**config.mk**
```make
export PLATFORM = sky130hd
export DESIGN_NAME = gcd_sqrt
export DESIGN_NICKNAME = d
export VERILOG_FILES = /design/src/rtl/great_circle_distance_defines.svh /design/src/rtl/gcd_sqrt.sv
export SDC_FILE = /design/constraint.sdc
export NUM_CORES = 2
export LEC_CHECK = 0
export BUFFER_PORTS_ARGS = -buffer_cell sky130_fd_sc_hd__buf_2
export CAP_MARGIN = 20
export CORE_MARGIN = 2
export CORE_UTILIZATION = 40
export DETAILED_ROUTE_END_ITERATION = 7
export HOLD_SLACK_MARGIN = 0.03
export SYNTH_ARGS = -nofsm -noshare
export SYNTH_HDL_FRONTEND = slang
export SYNTH_MEMORY_MAX_BITS = 65536
export SYNTH_SLANG_ARGS = --single-unit
```
**constraint.sdc**
```tcl
create_clock -name clk -period 5.6 [get_ports clk]
set_input_delay 0.56 -clock clk [delete_from_list [all_inputs] [get_ports clk]]
set_output_delay 0.56 -clock clk [all_outputs]
set_load 0.02 [all_outputs]
```
**src/rtl/great_circle_distance_defines.svh**
```systemverilog
// assertion macros for the rtl
`ifndef GREAT_CIRCLE_DISTANCE_DEFINES_SVH
`define GREAT_CIRCLE_DISTANCE_DEFINES_SVH

// same-cycle implication
`define GCD_ASSERT_NOW(lbl, pre, post) \
  lbl: assert property (@(posedge clk) disable iff (rst) (pre) |-> (post)) \
    else $error("assertion failed");

// next-cycle implication
`define GCD_ASSERT_NEXT(lbl, pre, post) \
  lbl: assert property (@(posedge clk) disable iff (rst) (pre) |=> (post)) \
    else $error("assertion failed");

`endif

```
**src/rtl/gcd_sqrt.sv**
```systemverilog
module gcd_sqrt (
  input  logic        clk,
  input  logic        rst,
  input  logic        en,
  input  logic        in_valid,
  input  logic [60:0] v,
  output logic        out_valid,
  output logic [30:0] root
);

  localparam int ITER = 32;

  logic        sv  [ITER+1];
  logic [63:0] rem [ITER+1];
  logic [63:0] res [ITER+1];

  always_ff @(posedge clk) begin
    if (rst) begin
      sv[0] <= 1'b0;
    end else if (en) begin
      sv[0] <= in_valid;
    end
  end

  always_ff @(posedge clk) begin
    if (en) begin
      rem[0] <= 64'(v);
      res[0] <= '0;
    end
  end

  // one result bit per stage
  for (genvar k = 0; k < ITER; k++) begin : g_bit
    localparam logic [63:0] BIT = 64'd1 << (62 - 2 * k);
    logic [63:0] trial;
    assign trial = res[k] + BIT;
    always_ff @(posedge clk) begin
      if (rst) begin
        sv[k+1] <= 1'b0;
      end else if (en) begin
        sv[k+1] <= sv[k];
      end
    end
    always_ff @(posedge clk) begin
      if (en) begin
        if (rem[k] >= trial) begin
          rem[k+1] <= rem[k] - trial;
          res[k+1] <= (res[k] >> 1) + BIT;
        end else begin
          rem[k+1] <= rem[k];
          res[k+1] <= res[k] >> 1;
        end
      end
    end
  end

  assign out_valid = sv[ITER];
  assign root      = res[ITER][30:0];

endmodule

```
==> results.cfg <==
[synth]
synth-edff-count = 2603
synthCells = 9813
avgSynthCellArea_um2 = 12.6
synthArstFlopShare_pct = 0
ys_seq_area_share_pct = 63.2
syn_area_mm2 = 0.124
synth_flop_cell = edfxtp_1
yosysUniqueCellTypes = 100
ys_warn_count = 0
ys_ff_latch = 2603
synthesis.nets = 10400

[route]
firstDrtPassIters = 6
wl_met2_mm = 171
wl_mm = 307
met3_length_mm = 10.2
top_layer = met4
vias = 77700
drtIter0Drc = 5522
via_per_inst = 5.37
route.antenna.remaining_nets = 0
wl_per_cell_um = 21.2
drc = 0
m1WireLength_mm = 103

[sta]
max_freq_ghz = 0.196
slew_viol_final = 0
fin_crit_ps = 5110
hold_ws_ps = 332
finClkSkew_ps = 93.4
grt_setup_unrepaired = false
timing.final.crit_share_pct = 91.3
finalWorstSetupSlack_ps = 486
worst_pin_slew_ps = 1250
hold_viol = 0
slew-limit-headroom_pct = 16.0
setup-violations-final = 0
fin_setup_tns_ps = 0

[die]
die_y_um = 560
die_area_mm2 = 0.314
die_x_um = 560
rows = 204
start_util_pct = 40.1
top_level_ports = 97
core_mm2 = 0.308

[clock_network]
h-tree-depth = 5
post-cts-setup-buffers = 0
cts_tree = yes
clk_path_buf_depth = 4
numCtsBuffers = 285
worstSkewPairLatency_ps = 940
clk_pin_slew_ps = 60
cts-resized-gates = 0
clock-sinks = 2603
root_buffer = clkbuf_16

[finish]
fin_nets = 10800
synthToLayoutAreaGrowth_pct = 12.6
postLayoutCoreUtil_pct = 45.2
fill_cells = 27400
drive_above_1_share_pct = 7.37
design_area_mm2 = 0.139
instances_no_fill = 14500
most-common-layout-cells = edfxtp_1 (2603), nand2_1 (775), inv_1 (668), ha_1 (554), nor2_1 (553)
final_common_cell = edfxtp_1

[setup_path]
crit_arrival_ps = 5690
path_max_fanout = 8
endpoint_kind = flip-flop
crit_path_start_kind = flip-flop
required_ps = 6180
crit_type = reg -> reg

[grt]
first_global_vias = 80900
antenna_found_initial = 4
grt_max_degree = 208
grtUsageTotal_pct = 19.2
grt_pass1_wl_mm = 466
grt_overflow_total = 0

[placement]
dp.cells = 13900
port_buffers = 96
gp_congestion = 0.991
placed_area_mm2 = 0.129
post-place-ws_ps = 490
hpwl_mm = 233

[outcome]
status = complete, no violations

[power]
vdd_drop_max_v = 0.000296
powerDensity_mw_per_mm2 = 406
power_mw = 56.6
p_leak_nw = 51.5

[job]
maxCapViolCount = 0

[min_path]
hold_path.class = in -> reg
-- area by class of cell --
cell class,instances,area (um^2),area share [%]
clock inverter,158,1720,1.24
timing repair buffer,271,2050,1.47
clock buffer,348,7430,5.34
multi-input combinational,6304,42200,30.3
antenna,4,10.0,0.00719
tap,4120,5150,3.70
sequential,2603,78200,56.1
inverter,670,2510,1.81
-- worst paths after layout --
path | start | to | slack [ps] | depth (start not counted)
worst max-delay path | rem[26][37] | rem[27][55] | 490 | 10
worst min-delay path | v[20] | rem[0][20] | 330 | 2
worst max register to register | rem[26][37] | rem[27][55] | 490 | 10
worst min register to register | rem[1][44] | rem[2][44] | 420 | 0
-- power by group --
group | total [mW] | switching (mW) | internal (mW)
clock network | 18.4 | 7.73 | 10.7
registers | 26.4 | 1.83 | 24.6
logic | 11.7 | 7.11 | 4.59
-- metal layers --
metal,vias to the layer above,global-route usage (%)
met3,865,2.20
met2,2024,38.3
met4,0,13.1
met5,-,0
li1,37300,-
met1,37500,17.9
-- sequential cells by signal, summed over array words and instances (netlist names) --
signal and cells:
rem 2044, sv 33, res 526
-- what timing repair did --
action / in CTS / in global routing
hold buffers: 63 / 0
setup endpoints to repair: 0 / 0
hold endpoints to repair: 68 / 0
-- cell usage after synthesis, types with 15 or more instances --
master	instances	area share, %
nand2b_1	116	0.59
o21ai_1	19	0.077
o21a_1	107	0.65
nor2b_1	94	0.48
ha_1	554	5.6
a21boi_0	17	0.10
nor3_1	276	1.1
a211o_1	21	0.15
nor3b_1	15	0.091
a21o_1	246	1.5
nor4_1	323	1.6
o31ai_1	33	0.20
a31oi_1	66	0.33
or2_2	32	0.16
nand4_1	159	0.80
buf_2	24	0.097
nor4b_1	47	0.33
nand3b_1	37	0.22
o211ai_1	30	0.18
or3_1	93	0.47
edfxtp_1	2603	63
nand2_1	775	2.4
o21bai_1	47	0.29
nand4b_1	25	0.18
mux2_2	64	0.58
xnor2_1	461	3.3
nor2_1	554	1.7
and2_1	67	0.34
a211oi_1	39	0.24
or4_1	78	0.47
nand3_1	168	0.68
a21oi_1	514	2.1
xor2_1	429	3.0
clkbuf_1	199	0.60
inv_1	668	2.0
and3_1	39	0.20
o21ai_0	518	2.1
-- cell families after synthesis --
kind of cell,share of synthesized area [%]
AND/OR/NAND/NOR,12.3
flip-flops,63.2
XOR/XNOR,6.30
AO/OA/AOI/OAI,9.14
buffers and inverters,2.79
multiplexers,0.665
adder cells (fa/ha/maj),5.62
-- critical path, cell delays in order (launching register included) --
cell and delay (ps):
edfxtp_1 420, ha_1 510, and2_1 240, nand4_1 440, a2111oi_0 920, o31ai_1 430
and3_1 360, a2111oi_2 540, nand4_1 390, nor4b_1 450, xor2_1 110
No activity file was read; power rests on OpenSTA's default activity.
